$ cat config.mk
export PLATFORM = sky130hd
export DESIGN_NAME = servo_pulse_sequencer_core
export DESIGN_NICKNAME = d
export VERILOG_FILES = /design/src/rtl/sps_pkg.sv /design/src/rtl/servo_pulse_sequencer_core.sv
export VERILOG_INCLUDE_DIRS = /design/src /design/src/rtl
export SDC_FILE = /design/constraint.sdc
export NUM_CORES = 1
export LEC_CHECK = 0
export ABC_AREA = 1
export BUFFER_PORTS_ARGS = -buffer_cell sky130_fd_sc_hd__buf_2
export CAP_MARGIN = 5
export CORE_MARGIN = 2
export CORE_UTILIZATION = 52
export DETAILED_ROUTE_END_ITERATION = 16
export PLACE_DENSITY_LB_ADDON = 0.12
export SKIP_CTS_REPAIR_TIMING = 1
export SYNTH_ARGS = -nofsm -noshare
export SYNTH_HDL_FRONTEND = slang
export SYNTH_SLANG_ARGS = --single-unit
$ cat constraint.sdc
create_clock -name clk_i -period 5.7 [get_ports clk_i]
set_input_delay 1.71 -clock clk_i [delete_from_list [all_inputs] [get_ports clk_i]]
set_output_delay 1.71 -clock clk_i [all_outputs]
set_load 0.005 [all_outputs]
$ cat src/rtl/assert_macros.svh
// ----------------------------------------------------------------------------
// Assertion macros
// Shared concurrent assertion helpers for the servo pulse sequencer RTL.
// ----------------------------------------------------------------------------
`ifndef ASSERT_MACROS_SVH
`define ASSERT_MACROS_SVH

// Implication checked on every rising clock edge while out of reset.
`define ASSERT_IMP(label, clk, rst_n, ante, cons, msg) \
  label: assert property (@(posedge clk) disable iff (!rst_n) (ante) |-> (cons)) \
    else $error(msg);

// Plain condition checked on every rising clock edge while out of reset.
`define ASSERT_ALWAYS(label, clk, rst_n, cond, msg) \
  label: assert property (@(posedge clk) disable iff (!rst_n) (cond)) \
    else $error(msg);

`endif

$ cat src/rtl/sps_pkg.sv
// ----------------------------------------------------------------------------
// sps_pkg
// Constants and helpers for the servo pulse sequencer.
// ----------------------------------------------------------------------------
package sps_pkg;

  localparam int unsigned Channels = 8;
  localparam int unsigned ChanW = 3;
  localparam int unsigned PosW = 12;
  localparam int unsigned WidthW = 8;
  localparam int unsigned CntW = 9;
  localparam int unsigned FrameW = 16;
  localparam int unsigned CfgDataW = 16;

  localparam logic [PosW-1:0] CenterPosition = 12'd1500;
  localparam logic [FrameW-1:0] FrameTicksReset = 16'd2500;
  localparam logic [CntW-1:0] LeadGapReset = 9'd21;

  localparam logic CfgFrameTicks = 1'b0;
  localparam logic CfgLeadGap = 1'b1;

  localparam logic ModeTick = 1'b0;
  localparam logic ModeWrite = 1'b1;

  // Microseconds to 8 us ticks, truncated, saturated at the width maximum.
  function automatic logic [WidthW-1:0] pos_to_width(input logic [PosW-1:0] pos);
    logic [PosW-4:0] w;
    w = pos[PosW-1:3];
    if (w[PosW-4:WidthW] != '0) begin
      return '1;
    end
    return w[WidthW-1:0];
  endfunction

endpackage

$ cat src/rtl/servo_pulse_sequencer_core.sv
// ----------------------------------------------------------------------------
// servo_pulse_sequencer_core
// Eight-channel sequential servo pulse generator driven by 8 us tick items.
// ----------------------------------------------------------------------------
// Each input transfer is either one time-base tick or a channel position
// write (microseconds). Every frame the widths are latched as position/8,
// saturated at 255; after the lead gap each channel is high for width+1
// ticks in turn. One item is accepted per clock; its result appears in the
// output register on the next cycle. The only limit on throughput is that
// single output register: input stalls only while a held result is itself
// stalled. Configuration writes are always ready.
`include "assert_macros.svh"

module servo_pulse_sequencer_core (
  input  logic                              clk_i,
  input  logic                              rst_ni,
  input  logic                              in_valid_i,
  output logic                              in_stall_o,
  input  logic                              mode_i,
  input  logic [sps_pkg::ChanW-1:0]         channel_i,
  input  logic [sps_pkg::PosW-1:0]          position_i,
  output logic                              out_valid_o,
  input  logic                              out_stall_i,
  output logic [sps_pkg::Channels-1:0]      pulse_lines_o,
  output logic                              frame_start_o,
  output logic                              busy_res_o,
  input  logic                              cfg_valid_i,
  output logic                              cfg_ready_o,
  input  logic                              cfg_index_i,
  input  logic [sps_pkg::CfgDataW-1:0]      cfg_data_i
);

  localparam logic [1:0] PhIdle  = 2'd0;
  localparam logic [1:0] PhLead  = 2'd1;
  localparam logic [1:0] PhPulse = 2'd2;

  logic [sps_pkg::FrameW-1:0] frame_ticks_q;
  logic [sps_pkg::CntW-1:0]   lead_gap_q;

  logic [sps_pkg::PosW-1:0]   pos_q   [sps_pkg::Channels];
  logic [sps_pkg::WidthW-1:0] width_q [sps_pkg::Channels];
  logic [sps_pkg::WidthW-1:0] width_d [sps_pkg::Channels];

  logic [sps_pkg::FrameW-1:0] frame_cnt_q, frame_cnt_d;
  logic [sps_pkg::CntW-1:0]   pulse_cnt_q, pulse_cnt_d;
  logic [sps_pkg::ChanW-1:0]  chan_q, chan_d;
  logic [1:0]                 phase_q, phase_d;

  logic                       out_valid_q;
  logic [sps_pkg::Channels-1:0] lines_q, lines_d;
  logic                       start_q, start_d;
  logic                       busy_q, busy_d;

  logic accept;
  logic start;
  logic [1:0] phase_mid;
  logic [sps_pkg::CntW-1:0] cnt_mid;
  logic [sps_pkg::CntW-1:0] cnt_dec;
  logic [sps_pkg::ChanW-1:0] chan_inc;
  logic [sps_pkg::FrameW:0] frame_inc;

  assign in_stall_o  = out_valid_q && out_stall_i;
  assign accept      = in_valid_i && !in_stall_o;
  assign cfg_ready_o = 1'b1;

  always_ff @(posedge clk_i or negedge rst_ni) begin
    if (!rst_ni) begin
      frame_ticks_q <= sps_pkg::FrameTicksReset;
      lead_gap_q    <= sps_pkg::LeadGapReset;
    end else if (cfg_valid_i) begin
      if (cfg_index_i == sps_pkg::CfgFrameTicks) begin
        frame_ticks_q <= cfg_data_i;
      end else begin
        lead_gap_q <= cfg_data_i[sps_pkg::CntW-1:0];
      end
    end
  end

  assign start     = (mode_i == sps_pkg::ModeTick) && (frame_cnt_q == '0);
  assign frame_inc = {1'b0, frame_cnt_q} + {{sps_pkg::FrameW{1'b0}}, 1'b1};
  assign chan_inc  = chan_q + 1'b1;

  always_comb begin
    for (int k = 0; k < sps_pkg::Channels; k++) begin
      width_d[k] = start ? sps_pkg::pos_to_width(pos_q[k]) : width_q[k];
    end

    phase_mid = phase_q;
    cnt_mid   = pulse_cnt_q;
    if (start && phase_q == PhIdle) begin
      phase_mid = PhLead;
      cnt_mid   = (lead_gap_q == '0) ? {{(sps_pkg::CntW-1){1'b0}}, 1'b1} : lead_gap_q;
    end
    cnt_dec = cnt_mid - 1'b1;

    frame_cnt_d = frame_cnt_q;
    if (mode_i == sps_pkg::ModeTick) begin
      if (frame_inc >= {1'b0, frame_ticks_q}) begin
        frame_cnt_d = '0;
      end else begin
        frame_cnt_d = frame_inc[sps_pkg::FrameW-1:0];
      end
    end

    lines_d = '0;
    if (phase_mid == PhPulse) begin
      lines_d[chan_q] = 1'b1;
    end
    start_d = start;
    busy_d  = (phase_mid != PhIdle);

    phase_d     = phase_mid;
    pulse_cnt_d = cnt_mid;
    chan_d      = chan_q;
    if (mode_i == sps_pkg::ModeTick) begin
      case (phase_mid)
        PhLead: begin
          pulse_cnt_d = cnt_dec;
          if (cnt_dec == '0) begin
            phase_d     = PhPulse;
            chan_d      = '0;
            pulse_cnt_d = {1'b0, width_d[0]} + 1'b1;
          end
        end
        PhPulse: begin
          pulse_cnt_d = cnt_dec;
          if (cnt_dec == '0) begin
            if (chan_q == sps_pkg::ChanW'(sps_pkg::Channels - 1)) begin
              phase_d = PhIdle;
              chan_d  = '0;
            end else begin
              chan_d      = chan_inc;
              pulse_cnt_d = {1'b0, width_d[chan_inc]} + 1'b1;
            end
          end
        end
        default: begin
        end
      endcase
    end
  end

  always_ff @(posedge clk_i or negedge rst_ni) begin
    if (!rst_ni) begin
      for (int k = 0; k < sps_pkg::Channels; k++) begin
        pos_q[k]   <= sps_pkg::CenterPosition;
        width_q[k] <= '0;
      end
      frame_cnt_q <= '0;
      pulse_cnt_q <= '0;
      chan_q      <= '0;
      phase_q     <= PhIdle;
    end else if (accept) begin
      if (mode_i == sps_pkg::ModeWrite) begin
        pos_q[channel_i] <= position_i;
      end else begin
        for (int k = 0; k < sps_pkg::Channels; k++) begin
          width_q[k] <= width_d[k];
        end
        frame_cnt_q <= frame_cnt_d;
        pulse_cnt_q <= pulse_cnt_d;
        chan_q      <= chan_d;
        phase_q     <= phase_d;
      end
    end
  end

  always_ff @(posedge clk_i or negedge rst_ni) begin
    if (!rst_ni) begin
      out_valid_q <= 1'b0;
    end else if (!in_stall_o) begin
      out_valid_q <= in_valid_i;
    end
  end

  always_ff @(posedge clk_i) begin
    if (accept) begin
      lines_q <= lines_d;
      start_q <= start_d;
      busy_q  <= busy_d;
    end
  end

  assign out_valid_o   = out_valid_q;
  assign pulse_lines_o = lines_q;
  assign frame_start_o = start_q;
  assign busy_res_o    = busy_q;

  `ASSERT_ALWAYS(a_lines_onehot0, clk_i, rst_ni, !out_valid_q || $onehot0(lines_q), "pulse lines not one-hot")
  `ASSERT_IMP(a_lines_busy, clk_i, rst_ni, out_valid_q && (lines_q != '0), busy_q, "line high while not busy")
  `ASSERT_IMP(a_idle_chan, clk_i, rst_ni, phase_q == PhIdle, chan_q == '0, "channel nonzero while idle")
  `ASSERT_IMP(a_run_cnt, clk_i, rst_ni, phase_q != PhIdle, pulse_cnt_q != '0, "zero count while running")

endmodule
==> results of run 1 <==
-- layout by cell type (no fill, tap or decap), types with 6 or more instances in the layout --
cell and n:
nand2_1 356, nand3_1 183, inv_1 163, dfrtp_1 136
o21ai_0 125, nor2_1 112, mux2_2 56, dfstp_2 56
buf_2 45, a21oi_1 30, ha_1 24, clkbuf_16 24
buf_4 17, nand4_1 15, nand2_2 14, xor2_1 13
edfxtp_1 10, clkbuf_1 10, nor2_2 8, inv_2 8
xnor2_1 7, o22ai_1 7, o21ai_1 7, nor3_1 6
nor2_4 6, or2_2 6, clkbuf_8 6
-- worst register-to-register path, stage by stage (launching register included) --
cell and delay (ns):
dfrtp_1 0.43, ha_1 0.24, nand4_1 0.14, nor2_1 0.18
nand3_1 0.13, nor2_1 0.11, nand2_1 0.10, nor3_1 0.34
nand2_1 0.12, xnor2_1 0.26, ha_1 0.29, nand2_1 0.10
nor4_1 0.06, and3b_1 0.16, a311oi_1 0.19, nand2_1 0.39
o21ai_0 0.34
-- per-layer routing --
layer  wire length (µm)  vias to the layer above  part of all wire, %
met5                  0                        -                    0
met4                879                        0                  3.1
met3               1216                       57                  4.2
met2              13240                      218                   46
met1              13400                     4499                   47
li1                   -                     4772                    -
-- registers in the layout, summed over array words and instances (netlist names) --
| signal | count |
|---|---|
| out_valid_o | 1 |
| lead_gap_q | 9 |
| pulse_cnt_q | 9 |
| busy_res_o | 1 |
| pulse_lines_o | 8 |
| pos_q | 72 |
| frame_start_o | 1 |
| phase_q | 2 |
| width_q | 64 |
| frame_cnt_q | 16 |
| chan_q | 3 |
| frame_ticks_q | 16 |
-- power breakdown --
| part | internal (W) | total, W | leakage, nW | switching [W] |
|---|---|---|---|---|
| registers | 0.00192 | 0.00216 | 2.41 | 0.000241 |
| logic | 0.000650 | 0.00183 | 3.33 | 0.00118 |
| clock network | 0.000941 | 0.00155 | 0.387 | 0.000607 |
-- kinds of logic after synthesis --
kind of cell	share of synthesized area (%)
AOI/OAI and AO/OA	8.767
DFF	44.99
and+or+nand+nor	28.05
other	0.03260
muxes	5.482
adders and majority gates	2.610
xor gates and xnor gates	1.523
buffers and inverters	8.549
-- area by class of cell --
cell class | instances | area (µm²) | area share [%]
multi-input cells | 1012 | 5373 | 42.19
flip-flops and latches | 202 | 5175 | 40.64
clock buffers | 39 | 706.9 | 5.552
inverters | 175 | 659.4 | 5.178
repair buffers | 63 | 366.6 | 2.879
well taps | 280 | 350.3 | 2.751
clock inverters | 5 | 102.6 | 0.8057
-- path summary, 6_finish.rpt --
check	startpoint	endpoint	slack (ns)
min reg2reg	width_q[25]	width_q[25]	0.48
max	mode_i	pulse_cnt_q[4]	1.54
min	width_q[25]	width_q[25]	0.48
max reg2reg	frame_cnt_q[0]	frame_cnt_q[0]	2.02
min in group asynchronous	rst_ni	frame_ticks_q[12]	1.17
max in group asynchronous	rst_ni	pos_q[70]	3.46
-- through the flow --
stage          total power, W  hold slack, ns  cell area, µm²
4_1_cts              0.005557          0.4886           12730
3_3_place_gp         0.003928          0.4613           11920
5_1_grt              0.005948          0.5115           12730
6_report             0.005532          0.4844           12730
2_1_floorplan        0.003527          0.4479           11500
3_5_place_dp         0.003984          0.4744           11920
==> out/results.tsv, run 1 <==
stage	metric	value	unit
global_routing	initial antenna violation count	0	
global_routing	first-pass GRT wire length	47200	µm
timing	min Tclk post-route	4.156	ns
synthesis	top cell type by total area after synthesis	dfrtp_1	
global_routing	largest net degree at the start of global routing	82	
global_routing	vias in the first global route	9140	
cells_and_area	Final Util	58.53	%
routing	drt wl/cell	16.18	µm
placed_design	port bufs	46	
synthesis	top cells by count, synth	nand2_1 (357), nand3_1 (183), inv_1 (164), dfrtp_1 (136), o21ai_0 (125)	
power_and_ir_drop	pwr/cell area	434.4	nW/µm²
routing	drt drc	0	
synthesis	Avg Cell Area, Syn	7.858	µm²
power_and_ir_drop	VDD IR max	0.2555	mV
timing	Final TNS setup	0	ns
setup_path	cell family with most CP delay	simple AND/OR/NAND/NOR gates	
job	max_cap viols	0	
timing	final worst path period share	72.91	%
clock_tree	CTS root buf	clkbuf_16	
routing	Final ANT Viol Nets	0	
clock_tree	clk buf depth	3	
synthesis	Netlist Area Pre-Place	11500	µm²
setup_path	CP Depth	19	
synthesis	synthesized instance count	1464	
timing	Worst-Margin Slew	0.9887	ns
cells_and_area	nets	1540	
synthesis	Main synth FF type	dfrtp_1	
global_routing	remaining global-route overflow	0	
routing	drt pass-1 iters	6	
routing	vias post-DR	9546	
synthesis	post-synth top area share	29.58	%
synthesis	register area share after synthesis	44.99	%
setup_path	CP dominant cell by count	nand2_1	
placed_design	Final HPWL DP	18950	µm
cells_and_area	Area Overhead vs Synth	10.69	%
worst_hold_path	Hold Path Class	register to register	
setup_path	Worst Path Buf+Inv	2	
cells_and_area	# diodes	0	
worst_hold_path	Hold Path Cell Cnt	2	
power_and_ir_drop	Pleak	6.132	nW
global_routing	GRT Util Overall	24.77	%
setup_path	crit path DAT	4.56	ns
status	status	completed	
die	IO Count	51	
cells_and_area	Fillers	2057	
timing	# setup viols final	0	
cells_and_area	ratio of cells with drive above 1 in the final layout	18.25	%
synthesis	YS warnings	0	
clock_tree	H-Tree Depth	1	
cells_and_area	Finished Layout Cells	1776	
synthesis	Netlist cell types	50	
timing	Layout Skew	0.02282	ns
placed_design	routability congestion estimate	0.8527	
clock_tree	clk_lat worst skew	0.54	ns
setup_path	R2R depth	16	
setup_path	crit start category	input pin	
timing	fmax	240.6	MHz
routing	vias per inst	5.375	
setup_path	CP Data Required Time	6.11	ns
synthesis	Post-Syn Nets	1526	
timing	Fin. Hold Viols	0	
global_routing	met1 Usage GRT	35.38	%
die	initial core utilization	52.88	%
timing	max_slew headroom	33.99	%
setup_path	worst-path fanout max	61	
clock_tree	TritonCTS clock tree	done	
clock_tree	clk sink count	202	
timing	final setup margin	1.544	ns
setup_path	Critical Path Sink Type	register	
synthesis	#FFs+latches synth	202	
global_routing	GRT busiest layer	met2	
die	Core Area	21760	µm²
placed_design	placed instance count	1732	
timing	RSZ-0062 raised after global routing	false	
placed_design	Setup WS pre-CTS	1.040	ns
synthesis	asr flop ratio synth	95.05	%
setup_path	Crit path largest cell delay	0.61	ns
synthesis	top area cells in the synthesized netlist	dfrtp_1 (30%), dfstp_2 (13%), nand2_1 (12%)	
setup_path	CP Cell Sequence	buf_2 > nor2_1 > nand2_1 > nor2_4 > buf_4 > nand3_1 > nand3_1 > nand2_1 > nand2_1 > nand2_1 > nand2_1 > nand2_1 > ha_1 > nand3_1 > xnor2_1 > nand2_1 > nand2_1 > a21oi_1 > nor2_1	
setup_path	crit path kind	input pin to register	
global_routing	grt met2 use	39.80	%
synthesis	most numerous cell in the Yosys netlist	nand2_1	
routing	final wirelength	28730	µm
die	Die Ht	152.7	µm
synthesis	EDFF count, synth	10	
global_routing	GR Layer Usage met3	2.986	%
timing	Max Slew Vio Count	0	
die	DIE WIDTH	152.7	µm
clock_tree	clock-pin slew on the worst setup and hold paths	0.06	ns
die	die area	23330	µm²
die	Row Count	54	
clock_tree	Num CTS Buffers	24	
routing	drt initial violations	706	
setup_path	Crit-path slowest cell	buf_4	
No activity file was read; power rests on OpenSTA's default activity.
==> inputs of run 2 (changes only) <==
==> constraint.sdc (replaced) <==
create_clock -name clk_i -period 3.37 [get_ports clk_i]
set_input_delay 1.011 -clock clk_i [delete_from_list [all_inputs] [get_ports clk_i]]
set_output_delay 1.011 -clock clk_i [all_outputs]
set_load 0.005 [all_outputs]
==> out/results.tsv, run 2 (same netlist as run 1, synthesis figures left out) <==
stage	metric	value	unit	change
placed_design	placed instance count	1806		+4.3%
power_and_ir_drop	pwr/cell area	707.7	nW/µm²	+63%
cells_and_area	most frequent cells in the layout	nand2_1 (356), nand3_1 (183), inv_1 (163)		
timing	fmax	321.7	MHz	
clock_tree	clk buf depth	3		unchanged
global_routing	first-pass GRT wire length	48240	µm	+2.2%
setup_path	crit start category	register		
setup_path	CP Data Required Time	3.80	ns	-2.31 ns
cells_and_area	Area Overhead vs Synth	16.24	%	
die	Row Count	54		unchanged
clock_tree	TritonCTS clock tree	done		
global_routing	initial antenna violation count	0		unchanged
routing	Final ANT Viol Nets	0		unchanged
cells_and_area	biggest regs	pos_q x72, width_q x64		
placed_design	Setup WS pre-CTS	-0.1154	ns	-1.155 ns
power_and_ir_drop	VDD IR max	0.3986	mV	+56%
setup_path	crit path DAT	3.53	ns	-1.03 ns
timing	final setup margin	0.2611	ns	-1.283 ns
worst_hold_path	HP Start	lead_gap_q[6]		
setup_path	Critical Path Sink Type	register		
placed_design	port bufs	46		unchanged
cells_and_area	commonest non-fill, non-tap cell in the layout	nand2_1		
clock_tree	clock-pin slew on the worst setup and hold paths	0.06	ns	about the same
die	initial core utilization	52.88	%	unchanged
power_and_ir_drop	Pleak	6.510	nW	+6.2%
global_routing	largest net degree at the start of global routing	82		unchanged
timing	Layout Skew	0.01755	ns	-0.005268 ns
cells_and_area	Largest Register	pos_q		
setup_path	CP startpoint	frame_cnt_q[0]		
cells_and_area	Finished Layout Cells	1853		+4.3%
setup_path	worst reg2reg startpoint	frame_cnt_q[0]		
setup_path	R2R depth	17		+1
routing	drt drc	0		unchanged
setup_path	worst-path fanout max	11		-82%
clock_tree	clk sink count	202		unchanged
job	max_cap viols	0		unchanged
die	DIE WIDTH	152.7	µm	unchanged
timing	# setup viols final	0		unchanged
die	IO Count	51		unchanged
timing	Worst-Margin Slew	0.8516	ns	-0.1371 ns
cells_and_area	nets	1617		+5.0%
timing	min Tclk post-route	3.109	ns	
clock_tree	H-Tree Depth	1		unchanged
global_routing	vias in the first global route	9429		+3.2%
die	Die Ht	152.7	µm	unchanged
timing	final hold slack	0.4864	ns	+0.001953 ns
clock_tree	clk_lat worst skew	0.52	ns	-0.02 ns
global_routing	remaining global-route overflow	0		unchanged
routing	vias per inst	5.276		-1.8%
worst_hold_path	Hold Path Cell Cnt	2		unchanged
status	status	completed		
routing	vias post-DR	9777		+2.4%
global_routing	GRT Util Overall	25.12	%	+0.35 points
placed_design	Final HPWL DP	20220	µm	+6.7%
setup_path	crit path kind	register to register		
routing	drt wl/cell	15.57	µm	-3.8%
routing	final wirelength	28840	µm	+0.39%
timing	Fin. Hold Viols	0		unchanged
cells_and_area	# diodes	0		unchanged
timing	max_slew headroom	43.09	%	+9.1 points
cells_and_area	ratio of cells with drive above 1 in the final layout	22.82	%	+4.6 points
timing	Final TNS setup	0	ns	unchanged
die	Core Area	21760	µm²	unchanged
routing	drt initial violations	573		-19%
timing	Max Slew Vio Count	0		unchanged
timing	final worst path period share	92.25	%	
clock_tree	CTS root buf	clkbuf_16		
placed_design	routability congestion estimate	0.8506		-0.25%
routing	drt pass-1 iters	5		-1
clock_tree	Num CTS Buffers	24		unchanged
cells_and_area	max reg flops	72		unchanged
cells_and_area	Final Util	61.46	%	+2.9 points
worst_hold_path	Hold Path Class	register to register		
die	die area	23330	µm²	unchanged
[run 2: changes by cell type in the layout (fill, tap and decap cells not counted), sizes merged]
cell    change
buf        +77
clkinv      +5
clkbuf      -3
bufinv      -2
[run 2: report_power, final]
group	internal, W	switching (W)	total (W)
Clock	0.00141	0.00101	0.00242
Combinational	0.00134	0.00207	0.00341
Sequential	0.00324	0.000384	0.00363
Total	0.00600	0.00347	0.00946
[run 2: final timing paths]
path | to | slack [ns]
max | frame_cnt_q[6] | 0.26
min | lead_gap_q[6] | 0.49
max reg2reg | frame_cnt_q[6] | 0.26
min reg2reg | lead_gap_q[6] | 0.49
max in group asynchronous | pos_q[70] | 2.01
min in group asynchronous | frame_ticks_q[15] | 0.52
[run 2: critical path, cell delays in order, from the launching register on]
cell and delay [ns]:
dfrtp_2 0.39, ha_2 0.21, nand4_1 0.15, nor2_2 0.15, nand3_1 0.11, nor2_1 0.11, nand2_1 0.11, nor3_2 0.23
nand2_1 0.12, xnor2_2 0.19, ha_1 0.28, nand2_1 0.10, nor4_2 0.04, and3b_1 0.16, a311oi_1 0.19, nand2_1 0.12
buf_6 0.16, o21ai_0 0.17
[run 2: layout make-up]
cell class,count,area [µm²]
Inverter,175,659.4
Clock inverter,8,57.56
Fill cell,1996,8384
Multi-Input combinational cell,1012,5406
Tap cell,280,350.3
Sequential cell,202,5176
Clock buffer,36,685.7
Timing Repair Buffer,140,1036
[run 2: layer usage]
layer	vias to the layer above	GRT usage, %	wire length (µm)
met5	-	0	0
li1	4916	-	-
met1	4599	36.86	13650
met3	37	3.299	1344
met4	0	5.511	657
met2	225	40.10	13190
[run 2: metrics by stage]
| stage | total power [W] | instance area (µm²) |
|---|---|---|
| global placement | 0.006907 | 12570 |
| floorplan | 0.005965 | 11500 |
| global route | 0.01021 | 13370 |
| finish | 0.009462 | 13370 |
| detailed placement | 0.007018 | 12570 |
| CTS | 0.009492 | 13310 |
==> inputs of run 3 (changes only) <==
--- a/config.mk
+++ b/config.mk
@@ -9,8 +9,10 @@
 export ABC_AREA = 1
 export BUFFER_PORTS_ARGS = -buffer_cell sky130_fd_sc_hd__buf_2
 export CAP_MARGIN = 5
+export CELL_PAD_IN_SITES_DETAIL_PLACEMENT = 2
+export CELL_PAD_IN_SITES_GLOBAL_PLACEMENT = 2
 export CORE_MARGIN = 2
-export CORE_UTILIZATION = 52
+export CORE_UTILIZATION = 34
 export DETAILED_ROUTE_END_ITERATION = 16
 export PLACE_DENSITY_LB_ADDON = 0.12
 export SKIP_CTS_REPAIR_TIMING = 1
==> out/results.tsv, run 3 (same netlist as run 1, synthesis figures left out) <==
stage	metric	value	unit	change
timing	fmax	322.9	MHz	+0.38%
timing	max_slew headroom	38.20	%	-4.9 points
die	Core Area	33450	µm²	+54%
global_routing	initial antenna violation count	0		unchanged
routing	drt wl/cell	18.89	µm	+21%
routing	DR WL met3	1086	µm	-19%
power_and_ir_drop	Pleak	6.734	nW	+3.4%
cells_and_area	max reg flops	72		unchanged
cells_and_area	commonest non-fill, non-tap cell in the layout	nand2_1		
timing	# setup viols final	0		unchanged
routing	final wirelength	38880	µm	+35%
cells_and_area	# diodes	0		unchanged
setup_path	Crit path largest cell delay	0.38	ns	about the same
setup_path	reg2reg setup slack	0.27	ns	about the same
placed_design	Setup WS pre-CTS	-0.3649	ns	-0.2494 ns
cells_and_area	ratio of cells with drive above 1 in the final layout	25.28	%	+2.5 points
placed_design	routability congestion estimate	0.7745		-8.9%
placed_design	DP Area	13080	µm²	+4.0%
setup_path	CP startpoint	frame_cnt_q[3]		
timing	final setup margin	0.2729	ns	+0.01181 ns
timing	Layout Skew	0.01307	ns	-0.004482 ns
routing	drt initial violations	364		-36%
clock_tree	TritonCTS clock tree	done		
power_and_ir_drop	pwr/cell area	734.3	nW/µm²	+3.8%
routing	drt drc	0		unchanged
setup_path	worst reg2reg startpoint	frame_cnt_q[3]		
timing	min Tclk post-route	3.097	ns	-0.01181 ns
die	IO Count	51		unchanged
cells_and_area	most frequent cells in the layout	nand2_1 (353), nand3_1 (181), inv_1 (163)		
cells_and_area	post-route cell area	14050	µm²	+5.1%
global_routing	first-pass GRT wire length	64200	µm	+33%
power_and_ir_drop	VDD IR max	0.3590	mV	-9.9%
setup_path	worst-path fanout max	16		+5
setup_path	CP Data Required Time	3.83	ns	+0.03 ns
routing	Met1 Wirelength	18160	µm	+33%
timing	Max Slew Vio Count	0		unchanged
cells_and_area	nets	1652		+2.2%
die	DIE WIDTH	187.9	µm	+23%
die	initial core utilization	34.39	%	-18 points
routing	Final ANT Viol Nets	0		unchanged
timing	final hold slack	0.4884	ns	+0.002022 ns
clock_tree	H-Tree Depth	1		unchanged
routing	vias post-DR	10410		+6.5%
routing	top sig layer	met4		
clock_tree	clk sink count	202		unchanged
global_routing	remaining global-route overflow	0		unchanged
setup_path	Crit-path slowest cell	dfrtp_1		
die	Row Count	67		+24%
cells_and_area	Area Overhead vs Synth	22.18	%	
cells_and_area	biggest regs	pos_q x72, width_q x64		
routing	vias per inst	5.058		-4.1%
die	Die Ht	187.9	µm	+23%
clock_tree	CTS root buf	clkbuf_16		
clock_tree	clock-pin slew on the worst setup and hold paths	0.06	ns	about the same
setup_path	crit path kind	register to register		
timing	Final TNS setup	0	ns	unchanged
clock_tree	clk buf depth	3		unchanged
setup_path	Critical Path Sink Type	register		
placed_design	port bufs	46		unchanged
die	die area	35320	µm²	+51%
timing	RSZ-0062 raised after global routing	true		
routing	routed wl met2	18990	µm	+44%
worst_hold_path	Hold Path Class	input pin to asynchronous set/reset pin		
cells_and_area	Largest Register	pos_q		
global_routing	GRT Util Overall	22.77	%	-2.4 points
timing	Worst-Margin Slew	0.9247	ns	+0.07315 ns
clock_tree	Num CTS Buffers	26		+8.3%
clock_tree	clk_lat worst skew	0.55	ns	+0.03 ns
setup_path	crit path DAT	3.55	ns	+0.02 ns
timing	Fin. Hold Viols	0		unchanged
global_routing	largest net degree at the start of global routing	74		-9.8%
routing	drt pass-1 iters	5		unchanged
status	status	completed		
job	max_cap viols	0		unchanged
timing	final worst path period share	91.90	%	-0.35 points
setup_path	crit start category	register		
placed_design	Final HPWL DP	27440	µm	+36%
global_routing	vias in the first global route	11600		+23%
setup_path	CP Cell Sequence	inv_1 > nor3_2 > nand3_1 > nor3_2 > nand3_1 > buf_4 > xnor2_1 > ha_1 > nand2_1 > nor2_1 > and3b_1 > a311oi_1 > nand2_1 > buf_12 > o21ai_0		
## run 3: cell count changes in the layout (fill, tap and decap cells not counted), moves of 3 or more
cell | before | now
buf_12 | 7 | 10
buf_4 | 86 | 115
clkbuf_8 | 5 | 8
nand2_1 | 356 | 353
nand3_4 | 1 | 4
o21ai_0 | 124 | 119
o21ai_1 | 8 | 13
## run 3: worst max-delay path, delay by kind of cell (launching register included)
kind / cells / cell delay, ns
AO/OA/AOI/OAI: 2 / 0.35
AND/OR/NAND/NOR: 8 / 1.28
adder cells (fa/ha/maj): 1 / 0.29
XOR/XNOR: 1 / 0.26
buffers and inverters: 3 / 0.45
flip-flops: 1 / 0.38
## run 3: cell type report
cell class | instances | area (µm²)
sequential | 202 | 5176
clock buffer | 40 | 773.2
multi-input combinational | 1012 | 5479
inverter | 175 | 661.9
clock inverter | 8 | 78.83
timing repair buffer | 173 | 1325
fill | 3841 | 19390
tap | 448 | 560.5
## run 3: where the power goes
part           internal, W  total, W  switching (W)
logic              0.00152   0.00388        0.00236
registers          0.00324   0.00368       0.000433
clock network      0.00165   0.00277        0.00112
## run 3: stage by stage
stage / cells / utilization [%] / total power [W]
3_5_place_dp: 2008 / 39.09 / 0.007509
4_1_cts: 2056 / 41.64 / 0.01038
6_report: 2058 / 42.02 / 0.01032
5_1_grt: 2058 / 42.02 / 0.01114
3_3_place_gp: 2008 / 39.09 / 0.007270
2_1_floorplan: 1464 / - / 0.005965
## run 3: worst paths after layout
| check | depth (start not counted) | endpoint |
|---|---|---|
| setup / recovery | 15 | frame_cnt_q[10] |
| hold reg to reg | 2 | width_q[51] |
| hold / removal | 1 | width_q[9] |
| min in group clk_i | 2 | width_q[51] |
| setup reg to reg | 15 | frame_cnt_q[10] |
| max in group asynchronous | 2 | pos_q[10] |
## run 3: layer usage
| layer | global-route usage (%) | vias up |
|---|---|---|
| met2 | 39.29 | 118 |
| met4 | 4.664 | 0 |
| met1 | 31.04 | 5267 |
| li1 | - | 4980 |
| met3 | 2.265 | 45 |
| met5 | 0 | - |
